===== config.mk =====
export PLATFORM = sky130hd
export DESIGN_NAME = resistor_ladder_keypad_decoder
export DESIGN_NICKNAME = d
export VERILOG_FILES = /design/src/rtl/rlkd_pkg.sv /design/src/rtl/rlkd_div.sv /design/src/rtl/resistor_ladder_keypad_decoder.sv
export VERILOG_INCLUDE_DIRS = /design/src /design/src/rtl
export SDC_FILE = /design/constraint.sdc
export NUM_CORES = 1
export LEC_CHECK = 0
export BUFFER_PORTS_ARGS = -buffer_cell sky130_fd_sc_hd__clkbuf_2
export CORE_UTILIZATION = 40
export DETAILED_ROUTE_END_ITERATION = 8
export GPL_TIMING_DRIVEN = 0
export MAX_ROUTING_LAYER = met4
export SLEW_MARGIN = 10
export SYNTH_ARGS = -nofsm -noshare
export SYNTH_HDL_FRONTEND = slang
export SYNTH_SLANG_ARGS = --single-unit

===== constraint.sdc =====
create_clock -name i_clk -period 4.7 [get_ports i_clk]
set_clock_uncertainty 0.1 [all_clocks]
set_input_delay 0.94 -clock i_clk [delete_from_list [all_inputs] [get_ports i_clk]]
set_output_delay 0.94 -clock i_clk [all_outputs]
set_load 0.01 [all_outputs]

===== src/rtl/resistor_ladder_keypad_decoder_defines.svh =====
// Assertion macros shared by the keypad decoder RTL.
// Each macro takes a label, the clock, the active-low reset and two expressions.
`ifndef RESISTOR_LADDER_KEYPAD_DECODER_DEFINES_SVH
`define RESISTOR_LADDER_KEYPAD_DECODER_DEFINES_SVH

`ifndef ASSERT_OFF

// The consequent must hold in the same cycle as the antecedent.
`define RLKD_ASSERT_SAME(lbl, clk, rst_n, ante, cons) \
    lbl: assert property (@(posedge clk) disable iff (!rst_n) (ante) |-> (cons)) \
        else $error("same-cycle implication failed");

// The consequent must hold in the cycle after the antecedent.
`define RLKD_ASSERT_NEXT(lbl, clk, rst_n, ante, cons) \
    lbl: assert property (@(posedge clk) disable iff (!rst_n) (ante) |=> (cons)) \
        else $error("next-cycle implication failed");

`else

`define RLKD_ASSERT_SAME(lbl, clk, rst_n, ante, cons)
`define RLKD_ASSERT_NEXT(lbl, clk, rst_n, ante, cons)

`endif

`endif


===== src/rtl/rlkd_pkg.sv =====
`default_nettype none

package rlkd_pkg;

    // Sample and key widths.
    localparam int SAMPLE_BITS = 10;
    localparam int MAX_KEYS    = 16;
    localparam int KEY_BITS    = 4;
    localparam int KCNT_BITS   = 5;
    localparam int BIN_BITS    = SAMPLE_BITS + 1;

    // Configuration register indexes.
    localparam logic [2:0] CFG_KEY_COUNT       = 3'd0;
    localparam logic [2:0] CFG_DEBOUNCE_TICKS  = 3'd1;
    localparam logic [2:0] CFG_PRESS_THRESHOLD = 3'd2;
    localparam logic [2:0] CFG_WAIT_RELEASE    = 3'd3;

    // Bin size 1024 / k for a clamped key count k of 1 to 16; entry 0 mirrors k = 1.
    localparam logic [BIN_BITS-1:0] BIN_TABLE [0:MAX_KEYS] = '{
        11'd1024, 11'd1024, 11'd512, 11'd341, 11'd256, 11'd204, 11'd170, 11'd146,
        11'd128,  11'd113,  11'd102, 11'd93,  11'd85,  11'd78,  11'd73,  11'd68,
        11'd64
    };

endpackage

`default_nettype wire


===== src/rtl/rlkd_div.sv =====
`default_nettype none

// Restoring divider: one quotient bit per cycle.
module rlkd_div
    import rlkd_pkg::*;
(
    input  wire logic                   i_clk,
    input  wire logic                   i_rst_n,
    input  wire logic                   i_start,
    input  wire logic [SAMPLE_BITS-1:0] i_dividend,
    input  wire logic [BIN_BITS-1:0]    i_divisor,
    output logic                        o_done,
    output logic [SAMPLE_BITS-1:0]      o_quot
);

    localparam int CNT_BITS = $clog2(SAMPLE_BITS + 1);

    logic [CNT_BITS-1:0]    r_cnt;
    logic [SAMPLE_BITS-1:0] r_rem;
    logic [BIN_BITS-1:0]    r_dvs;
    logic [SAMPLE_BITS-1:0] r_quo;
    logic                   r_done;

    logic [BIN_BITS-1:0]    w_trial;
    logic                   w_fit;

    // Shift the next dividend bit into the partial remainder and test it.
    // The remainder stays below the divisor, so it fits in SAMPLE_BITS bits.
    assign w_trial = {r_rem, r_quo[SAMPLE_BITS-1]};
    assign w_fit   = (w_trial >= r_dvs);

    // Step counter, remainder and quotient shift register.
    always_ff @(posedge i_clk) begin
        if (!i_rst_n) begin
            r_cnt  <= '0;
            r_done <= 1'b0;
        end else begin
            r_done <= 1'b0;
            if (i_start) begin
                r_cnt <= CNT_BITS'(SAMPLE_BITS);
                r_rem <= '0;
                r_dvs <= i_divisor;
                r_quo <= i_dividend;
            end else if (r_cnt != '0) begin
                r_cnt <= r_cnt - CNT_BITS'(1);
                r_rem <= w_fit ? SAMPLE_BITS'(w_trial - r_dvs) : w_trial[SAMPLE_BITS-1:0];
                r_quo <= {r_quo[SAMPLE_BITS-2:0], w_fit};
                if (r_cnt == CNT_BITS'(1)) begin
                    r_done <= 1'b1;
                end
            end
        end
    end

    assign o_done = r_done;
    assign o_quot = r_quo;

endmodule

`default_nettype wire


===== src/rtl/resistor_ladder_keypad_decoder.sv =====
`default_nettype none
`include "resistor_ladder_keypad_decoder_defines.svh"

// Channel  | Direction | Handshake             | Payload
// ---------+-----------+-----------------------+-------------------------------------
// s        | in        | i_s_tvalid/o_s_tready | tdata[9:0] adc_sample
// m        | out       | o_m_tvalid/i_m_tready | tdata[3:0] key_index, tuser bounce_error
// cfg      | in        | i_cfg_valid/o_cfg_ready | i_cfg_index, i_cfg_data
//
// Each item is accepted, then divided in the shared restoring divider (one quotient
// bit per cycle); the finished quotient is then passed on and the press state is
// updated.
// An item that produces a result holds in the final step while the output register is full.
// The input is not ready while an item is being worked on; configuration is always ready.
// Reset is synchronous and active low; it restores register defaults and the idle phase.
module resistor_ladder_keypad_decoder
    import rlkd_pkg::*;
(
    input  wire logic        i_clk,
    input  wire logic        i_rst_n,
    // Input stream.
    input  wire logic        i_s_tvalid,
    output logic             o_s_tready,
    input  wire logic [15:0] i_s_tdata,   // [9:0] adc_sample, [15:10] zero
    // Output stream.
    output logic             o_m_tvalid,
    input  wire logic        i_m_tready,
    output logic [7:0]       o_m_tdata,   // [3:0] key_index, [7:4] zero
    output logic             o_m_tuser,   // [0] bounce_error
    // Configuration writes.
    input  wire logic        i_cfg_valid,
    output logic             o_cfg_ready,
    input  wire logic [2:0]  i_cfg_index,
    input  wire logic [9:0]  i_cfg_data
);

    typedef enum logic [1:0] {ST_IDLE, ST_DIV, ST_FIN} t_state;
    typedef enum logic [1:0] {PH_IDLE, PH_DEBOUNCE, PH_WAIT} t_phase;

    localparam logic [SAMPLE_BITS-1:0] TICK_MAX = '1;

    // Configuration registers.
    logic [KCNT_BITS-1:0]   r_key_count;
    logic [SAMPLE_BITS-1:0] r_debounce;
    logic [SAMPLE_BITS-1:0] r_threshold;
    logic                   r_wait_rel;

    // Sequencer and press state.
    t_state                 r_state;
    t_phase                 r_phase;
    t_phase                 n_phase;
    logic [SAMPLE_BITS-1:0] r_tick;
    logic [SAMPLE_BITS-1:0] n_tick;
    logic [KEY_BITS-1:0]    r_first;
    logic [KEY_BITS-1:0]    n_first;
    logic                   r_held;
    logic                   n_held;
    logic                   r_released;

    logic                   w_accept;
    logic [KCNT_BITS-1:0]   w_kc;
    logic [KCNT_BITS-1:0]   w_kmax5;
    logic [KEY_BITS-1:0]    w_kmax;
    logic                   w_div_done;
    logic [SAMPLE_BITS-1:0] w_quot;
    logic [KEY_BITS-1:0]    w_key;
    logic                   w_emit;
    logic [KEY_BITS-1:0]    w_emit_key;
    logic                   w_emit_err;
    logic                   w_fire;

    assign w_accept    = i_s_tvalid && o_s_tready;
    assign o_s_tready  = (r_state == ST_IDLE);
    assign o_cfg_ready = 1'b1;

    // Key count clamped into 1..MAX_KEYS.
    always_comb begin
        if (r_key_count == '0) begin
            w_kc = KCNT_BITS'(1);
        end else if (r_key_count > KCNT_BITS'(MAX_KEYS)) begin
            w_kc = KCNT_BITS'(MAX_KEYS);
        end else begin
            w_kc = r_key_count;
        end
    end

    assign w_kmax5 = w_kc - KCNT_BITS'(1);
    assign w_kmax  = w_kmax5[KEY_BITS-1:0];

    // Shared divider: sample divided by the bin size of the current key count.
    rlkd_div u_div (
        .i_clk      (i_clk),
        .i_rst_n    (i_rst_n),
        .i_start    (w_accept),
        .i_dividend (i_s_tdata[SAMPLE_BITS-1:0]),
        .i_divisor  (BIN_TABLE[w_kc]),
        .o_done     (w_div_done),
        .o_quot     (w_quot)
    );

    // Saturate the quotient to the highest key.
    assign w_key = (w_quot > SAMPLE_BITS'(w_kmax5)) ? w_kmax : w_quot[KEY_BITS-1:0];

    // Press state update for the item in the final step.
    always_comb begin
        logic                v_confirm;
        logic                v_err;
        logic [KEY_BITS-1:0] v_fk;
        v_confirm  = 1'b0;
        v_err      = 1'b0;
        v_fk       = r_first;
        n_phase    = r_phase;
        n_tick     = r_tick;
        n_first    = r_first;
        n_held     = r_held;
        w_emit     = 1'b0;
        w_emit_key = '0;
        w_emit_err = 1'b0;
        unique case (r_phase)
            PH_WAIT: begin
                if (r_released) begin
                    n_phase    = PH_IDLE;
                    w_emit     = 1'b1;
                    w_emit_err = r_held;
                    w_emit_key = r_held ? '0 : r_first;
                end
            end
            PH_DEBOUNCE: begin
                n_tick = (r_tick < TICK_MAX) ? (r_tick + SAMPLE_BITS'(1)) : r_tick;
                if (n_tick >= r_debounce) begin
                    v_confirm = 1'b1;
                end
            end
            default: begin
                if (!r_released) begin
                    v_fk    = w_key;
                    n_first = w_key;
                    n_held  = 1'b0;
                    n_tick  = '0;
                    if (r_debounce != '0) begin
                        n_phase = PH_DEBOUNCE;
                    end else begin
                        v_confirm = 1'b1;
                    end
                end
            end
        endcase
        // Confirming sample: compare with the key taken at press start.
        if (v_confirm) begin
            v_err = (w_key != v_fk);
            if (r_wait_rel && !r_released) begin
                n_held  = v_err;
                n_first = v_err ? '0 : v_fk;
                n_phase = PH_WAIT;
            end else begin
                n_phase    = PH_IDLE;
                w_emit     = 1'b1;
                w_emit_err = v_err;
                w_emit_key = v_err ? '0 : v_fk;
            end
        end
    end

    // The final step completes unless its result meets a full output register.
    assign w_fire = !w_emit || !o_m_tvalid || i_m_tready;

    // Sequencer, press state, configuration and output register.
    always_ff @(posedge i_clk) begin
        if (!i_rst_n) begin
            r_state     <= ST_IDLE;
            r_phase     <= PH_IDLE;
            r_tick      <= '0;
            r_first     <= '0;
            r_held      <= 1'b0;
            r_key_count <= KCNT_BITS'(16);
            r_debounce  <= SAMPLE_BITS'(50);
            r_threshold <= SAMPLE_BITS'(1000);
            r_wait_rel  <= 1'b0;
            o_m_tvalid  <= 1'b0;
        end else begin
            if (i_cfg_valid && o_cfg_ready) begin
                case (i_cfg_index)
                    CFG_KEY_COUNT:       r_key_count <= i_cfg_data[KCNT_BITS-1:0];
                    CFG_DEBOUNCE_TICKS:  r_debounce  <= i_cfg_data;
                    CFG_PRESS_THRESHOLD: r_threshold <= i_cfg_data;
                    CFG_WAIT_RELEASE:    r_wait_rel  <= i_cfg_data[0];
                    default: ;
                endcase
            end
            // Output valid: set by a result from the final step, cleared when taken.
            if ((r_state == ST_FIN) && w_fire && w_emit) begin
                o_m_tvalid <= 1'b1;
            end else if (o_m_tvalid && i_m_tready) begin
                o_m_tvalid <= 1'b0;
            end
            unique case (r_state)
                ST_IDLE: begin
                    if (w_accept) begin
                        r_released <= (i_s_tdata[SAMPLE_BITS-1:0] >= r_threshold);
                        r_state    <= ST_DIV;
                    end
                end
                ST_DIV: begin
                    if (w_div_done) begin
                        r_state <= ST_FIN;
                    end
                end
                ST_FIN: begin
                    if (w_fire) begin
                        r_phase <= n_phase;
                        r_tick  <= n_tick;
                        r_first <= n_first;
                        r_held  <= n_held;
                        r_state <= ST_IDLE;
                        if (w_emit) begin
                            o_m_tdata  <= {4'b0000, w_emit_key};
                            o_m_tuser  <= w_emit_err;
                        end
                    end
                end
                default: r_state <= ST_IDLE;
            endcase
        end
    end

    // A bounce error always comes with key zero.
    `RLKD_ASSERT_SAME(a_err_key_zero, i_clk, i_rst_n, o_m_tvalid && o_m_tuser, o_m_tdata == 8'd0)
    // The divider finishes only while the sequencer waits for it.
    `RLKD_ASSERT_SAME(a_done_in_div, i_clk, i_rst_n, w_div_done, r_state == ST_DIV)
    // Once an item is taken the input stays closed in the next cycle.
    `RLKD_ASSERT_NEXT(a_busy_after_accept, i_clk, i_rst_n, w_accept, !o_s_tready)
    // A result is loaded only from the final step.
    `RLKD_ASSERT_NEXT(a_load_from_fin, i_clk, i_rst_n, !o_m_tvalid && r_state != ST_FIN,
        !o_m_tvalid)

endmodule

`default_nettype wire


== After elaboration in Yosys (flattened, before gate mapping) ==
Memories as Yosys holds them, arrays and structs flattened. A register that Yosys moved wholly into a read port is not among the register bits.
Cells that the tools add are included.

* Register bits after elaboration: 77
* ROM bits: 352
* Input port bits: 34
* Logic and storage cells: 132
* Memories kept: 1

{| class="wikitable"
|+ Memory list
! memory !! depth !! bits a word !! read ports !! clocked after memory_dff !! wr ports !! line !! RTL
|-
| (no name shown) || 32 || 11 || 1 || 1 || 0 || resistor_ladder_keypad_decoder.sv:96 || <nowiki>.i_divisor (BIN_TABLE[w_kc]),</nowiki>
|}

* $add $sub $neg: 4
* Magnitude comparators: 6
* Equality and inequality tests: 16
* Mux-type cells: 50
* Bitwise gates (word level): 4
* Reductions and logical operators: 33

{| class="wikitable"
|+ Operator list
! kind !! number
|-
| $mux W10 || 6
|-
| $mux W4 || 13
|-
| $ge A10 B10 Y1 || 2
|-
| $pmux W10 S2 || 1
|-
| $mux W1 || 17
|-
| $mux W2 || 8
|-
| $reduce_and A2 Y1 || 7
|-
| $ge A11 B11 Y1 || 1
|-
| $add A10 B1 Y10 const B || 1
|-
| $gt A10 B5 Y1 || 1
|-
| $lt A10 B10 Y1 const B || 1
|-
| $mux W5 || 2
|-
| $reduce_bool A10 Y1 || 1
|-
| $sub A10 B10 Y10 || 1
|-
| $reduce_and A4 Y1 || 2
|-
| $eq A3 B2 Y1 const B || 2
|-
| $ne A2 B1 Y1 const B || 3
|-
| $not A5 Y6 || 1
|-
| $pmux W2 S3 || 1
|-
| $reduce_and A3 Y1 || 2
|-
| $reduce_and A6 Y1 || 1
|-
| $gt A5 B5 Y1 const B || 1
|-
| $logic_and A1 B1 Y1 || 5
|-
| $logic_not A5 Y1 || 1
|-
| other kinds (22) || 32
|}

== Logic depth before layout (Yosys ltp) ==
* Depth after elaboration: 12
* Depth in mapped cells: 19
* Depth with buffers taken out: 16

== Hierarchy ==
From an unflattened synthesis, not the netlist that was laid out.

* Cell total of the unflattened synthesis: 665
* Area, all modules: 5860.6 um2

{| class="wikitable"
|+ By module, submodules not included
! module !! times used !! cells each !! area each (um2)
|-
| resistor_ladder_keypad_decoder || 1 || 486 || 3837.4
|-
| rlkd_div || 1 || 179 || 2023.2
|}

== Least setup slack after synthesis ==
OpenSTA, ideal clock, no wires.

* Path kind: reg2reg
* Start: register r_key_count[2]
* End: register o_m_tdata[2], data pin
* Library setup time: 0.257 ns
* Arrival time: 3.530 ns
* Slack: 0.814 ns
* Stages on the path, launching flop included: 18
* Buffers on the path: 3
* Cell sequence: dfxtp_1 clkbuf_1 nor3_1 nor2_1 or2_2 ha_1 ha_1 ha_1 and3_1 o21a_1 o31ai_4 and2_4 buf_6 mux2i_1 xor2_1 o211a_1 buf_6 a32o_1

* Cells in the longest elaborated chain, start to end: 12

{| class="wikitable"
|+ Ends and longest elaborated chain
! element !! line !! RTL
|-
| start: declaration || resistor_ladder_keypad_decoder.sv:43 || <nowiki>logic [KCNT_BITS-1:0] r_key_count;</nowiki>
|-
| start signal: assignment || resistor_ladder_keypad_decoder.sv:183 || <nowiki>CFG_KEY_COUNT: r_key_count <= i_cfg_data[KCNT_BITS-1:0];</nowiki>
|-
| $gt A5 B5 Y1 || resistor_ladder_keypad_decoder.sv:80 || <nowiki>end else if (r_key_count > KCNT_BITS'(MAX_KEYS)) begin</nowiki>
|-
| $mux W5 || resistor_ladder_keypad_decoder.sv:80 ||
|-
| $mux W5 * || resistor_ladder_keypad_decoder.sv:78 || <nowiki>if (r_key_count == '0) begin</nowiki>
|-
| $sub A5 B1 Y5 * || resistor_ladder_keypad_decoder.sv:87 || <nowiki>assign w_kmax5 = w_kc - KCNT_BITS'(1);</nowiki>
|-
| net w_kmax5[0] || resistor_ladder_keypad_decoder.sv:62 || <nowiki>logic [KCNT_BITS-1:0] w_kmax5;</nowiki>
|-
| $gt A10 B5 Y1 || resistor_ladder_keypad_decoder.sv:102 || <nowiki>assign w_key = (w_quot > SAMPLE_BITS'(w_kmax5)) ? w_kmax : w_quot[KEY_BITS-1:0];</nowiki>
|-
| $mux W4 * || resistor_ladder_keypad_decoder.sv:102 ||
|-
| $mux W4 || resistor_ladder_keypad_decoder.sv:135 || <nowiki>if (!r_released) begin</nowiki>
|-
| $mux W4 || resistor_ladder_keypad_decoder.sv:119 || <nowiki>unique case (r_phase)</nowiki>
|-
| $ne A4 B4 Y1 || resistor_ladder_keypad_decoder.sv:150 || <nowiki>v_err = (w_key != v_fk);</nowiki>
|-
| $mux W4 * || resistor_ladder_keypad_decoder.sv:159 || <nowiki>w_emit_key = v_err ? '0 : v_fk;</nowiki>
|-
| $mux W4 * || resistor_ladder_keypad_decoder.sv:151 || <nowiki>if (r_wait_rel && !r_released) begin</nowiki>
|-
| $mux W4 * || resistor_ladder_keypad_decoder.sv:149 || <nowiki>if (v_confirm) begin</nowiki>
|-
| net w_emit_key[2] || resistor_ladder_keypad_decoder.sv:68 || <nowiki>logic [KEY_BITS-1:0] w_emit_key;</nowiki>
|-
| end signal: assignment || resistor_ladder_keypad_decoder.sv:216 || <nowiki>o_m_tdata <= {4'b0000, w_emit_key};</nowiki>
|-
| end: declaration || resistor_ladder_keypad_decoder.sv:28 || <nowiki>output logic [7:0] o_m_tdata,</nowiki>
|}

Mark *: on every way through the listed nets, which the timed path passes. The rest lies on a longest branch.
A chain may end at the register's enable or synchronous reset.

== Final worst setup path ==
Same ends and word-level chain as after synthesis.

==> summary.md <==
| Metric | Value |
|---|---|
| Outcome | `finished, final reports clean` |
| Max incr delay on CP | `between 0.3 and 0.4 ns` |
| Ys flop type | `dfxtp_1` |
| Post-Syn Instances | `644` |
| Grt ovf | `0` |
| Fmax | `228.2 MHz` |
| EDFF count, synth | `37` |
| DR vias/cell | `5.389` |
| Top cell type's share of synthesized area | `0.1993` |
| Slew @ Worst Pin | `just over 0.9 ns` |
| VDD IR max | `~0.18 mV` |
| CP Data Required Time | `between 4 and 5 ns` |
| Syn Area/Cell | `approximately 8.7 um2` |
| Final Core Density | `0.4693` |
| Startpoint types | `flop` |
| Crit path DAT | `4.38 ns` |
| Synth cell types | `between 70 and 80` |
| Placer congestion estimate | `roughly 0.88` |
| CTS root buf | `clkbuf_16` |
| Compound-gate portion of the synthesized area | `0.1883` |
| Wl on met1 | `between 6000 and 7000 um` |
| Final ANT Viol Nets | `0` |
| Die area | `about 14000 um2` |
| Static Leakage | `~2.6 nW` |
| Slowest CP cell | `or2_2` |
| Clock Sinks | `88` |
| Vias in the first global route | `4471` |
| Post-CTS Hold Fix Bufs | `0` |
| Vias | `approximately 4700` |
| Setup violations, final | `0` |
| Die Y | `about 120 um` |
| Pins Over Slew Limit | `0` |
| Post-Synth Simple-Gate Area | `0.2152` |
| Sequential element share of the synthesized area | `0.3824` |
| Hold WC Path Type | `flop to flop` |
| Tmin final | `roughly 4.4 ns` |
| Slew headroom | `0.3796` |
| ANT cells | `0` |
| Initial drt markers | `293` |
| Global-route usage over all layers | `0.1949` |
| Kind of critical path | `flop to flop` |
| Mapped Area | `between 5000 and 6000 um2` |
| Residual DRC | `0` |
| Detailed placement HPWL | `about 10000 um` |
| Die X | `roughly 120 um` |
| Mux contribution to synthesized area | `0.01997` |
| Largest family of logic cells by synthesized area | `simple AND/OR/NAND/NOR gates` |
| Nets | `between 700 and 800` |
| MaxCap Viol Count | `0` |
| Async set-or-reset flop fraction in the synthesized netlist | `0` |
| Post-Synth Adder-Cell Area | `0.1091` |
| Final hold viol count | `0` |
| Final TNS setup | `0 ns` |
| Most common cell on crit path | `ha_1` |
| DR WL/cell | `14.84 um` |
| TritonCTS Buffers | `9` |
| TritonRoute pass-1 iters | `5` |
| Register bit total from synthesis | `slightly below 90` |
| Max Used Layer | `met4` |
| I/O Buffers | `33` |
| Largest net degree at the start of global routing | `15` |
| Final wirelength | `12960 um` |
| First-pass GRT wire length | `approximately 22000 um` |
| Synth top area cells | `edfxtp_1 (20%), dfxtp_1 (18%), ha_1 (11%)` |
| Cell type with the largest total area after synthesis | `edfxtp_1` |
| H-tree depth | `3` |
| Final period utilization | `0.9325` |
| CTS tree | `done` |
| Initial antenna violation count | `0` |
| Xor-xnor portion of the synthesized cell area | `0.02199` |
| Row Count | `42` |
| Critical path cell sequence | `clkbuf_1, nor3_1, nor2_1, or2_2, ha_1, ha_1, ha_1, and3_1, o21a_1, o31ai_4, and2_4, buf_6, mux2i_1, xor2_1, o211a_1, buf_6, a32o_1` |
| Power Dens Cells | `about 300 nW/um2` |
| Synth cell count leaders | `nand2_1 (102), a21oi_1 (51), dfxtp_1 (51)` |
| Starting density of the core | `0.4161` |
| DR WL met3 | `~330 um` |
| Unrepaired setup endpoints after global routing | `no` |
| Clk_lat worst skew | `0.35 ns` |
| Clock Path Buffers | `2` |
| Most common cell in the netlist | `nand2_1` |
| Ys Warns | `0` |
| Met2 wire len | `between 6000 and 7000 um` |
| Core ar. | `13400 um2` |
| Clock transition at path regs | `~0.060 ns` |
| Crit. End Element | `flop` |
| CP Max Fanout | `10` |
| Layout cell share with drive strength beyond 1 | `0.1105` |
| Ports | `46` |
| Area growth syn-to-layout | `12.79%` |
==> report_power, final <==
| group | total (mW) | switching (mW) | internal [mW] |
|---|---|---|---|
| logic | 0.303 | 0.179 | 0.125 |
| registers | 0.868 | 0.0259 | 0.843 |
| clock network | 0.712 | 0.307 | 0.404 |
| total | 1.88 | 0.512 | 1.37 |
==> cells in the final DEF, fill, tap and decap left out, types with 3 or more instances in the layout <==
| master | n |
|---|---|
| or2_2 | 3 |
| inv_1 | 50 |
| clkbuf_1 | 19 |
| mux2i_1 | 10 |
| nand4b_1 | 5 |
| a211oi_1 | 9 |
| xor2_1 | 6 |
| dfxtp_1 | 51 |
| clkbuf_16 | 10 |
| or3_1 | 3 |
| clkbuf_2 | 33 |
| a21oi_1 | 51 |
| edfxtp_1 | 37 |
| and2_1 | 4 |
| nand3_1 | 10 |
| o21ai_1 | 4 |
| o21ai_0 | 19 |
| nand2b_1 | 12 |
| buf_1 | 4 |
| nor2_1 | 47 |
| conb_1 | 5 |
| o22ai_1 | 3 |
| xnor2_1 | 8 |
| a211o_1 | 3 |
| buf_4 | 5 |
| nand3b_1 | 3 |
| nor3_1 | 16 |
| nor2b_1 | 13 |
| o21a_1 | 4 |
| nor4_1 | 5 |
| a31o_1 | 5 |
| and3_1 | 9 |
| ha_1 | 47 |
| o211ai_1 | 12 |
| nand2_1 | 102 |
| a32o_1 | 8 |
==> per-stage QoR <==
stage | total power, mW | cell area, um2 | setup WS (ns) | hold slack [ns] | std cells
finish | 1.883 | 6289 | 0.3174 | 0.3647 | 873
floorplan | 1.101 | 5587 | 0.8136 | 0.3363 | 647
global placement | 1.175 | 5972 | 0.4261 | 0.3499 | 856
global route | 1.965 | 6289 | 0.06268 | 0.3900 | 873
detailed placement | 1.188 | 5989 | 0.3343 | 0.3567 | 857
CTS | 1.896 | 6284 | 0.3127 | 0.3653 | 873
==> layout make-up <==
type	count	area [um2]
Buffer	31	152.6
Clock buffer	12	267.8
Clock inverter	4	26.28
Fill cell	1310	7112
Inverter	51	191.4
Multi-Input combinational cell	477	3118
Sequential cell	88	2132
Tap cell	176	220.2
Timing Repair Buffer	34	180.2
==> kinds of logic (layout without fill, tap and decap cells) <==
| family | after synthesis | count (layout) |
|---|---|---|
| buf+inv | 82 | 132 |
| mux | 11 | 11 |
| fa+ha+maj | 48 | 48 |
| compound gates | 150 | 150 |
| simple gates | 249 | 249 |
| other cells | 2 | 5 |
| xor+xnor | 14 | 14 |
| flops | 88 | 88 |
==> flip-flops by register name, summed over array words and instances, names as in the netlist <==
signal        flops
o_m_tdata         4
r_debounce       10
u_div.o_done      1
r_tick           10
r_phase           2
o_m_tvalid        1
r_state           2
u_div.o_quot     10
r_key_count       5
r_threshold      10
r_wait_rel        1
o_m_tuser         1
u_div.r_rem      10
r_released        1
u_div.r_dvs      11
u_div.r_cnt       4
r_held            1
r_first           4
==> final timing paths <==
check,start,endpoint,slack [ns],cells after the start
setup / recovery,r_key_count[2],o_m_tdata[2],0.32,17
hold / removal,r_threshold[1],r_threshold[1],0.36,2
setup reg to reg,r_key_count[2],o_m_tdata[2],0.32,17
hold reg to reg,r_threshold[1],r_threshold[1],0.36,2
==> layer usage <==
metal,GRT usage,vias up
met4,0.06563,0
met3,0.03422,10
met2,0.3197,71
met5,-,-
met1,0.2414,2239
li1,-,2385
==> worst max-delay path: cells and delay by family (launching register included) <==
kind | cells | cell delay [ns]
fa+ha+maj | 3 | 0.89
mux | 1 | 0.31
compound gates | 4 | 0.93
simple gates | 5 | 1.04
flops | 1 | 0.30
buf+inv | 3 | 0.46
xor+xnor | 1 | 0.12
==> repair_timing <==
item                       CTS  global route
buffers inserted             0             0
gates resized for setup      0             1
setup endpoints to repair    0             5
No activity file was read; power rests on OpenSTA's default activity.
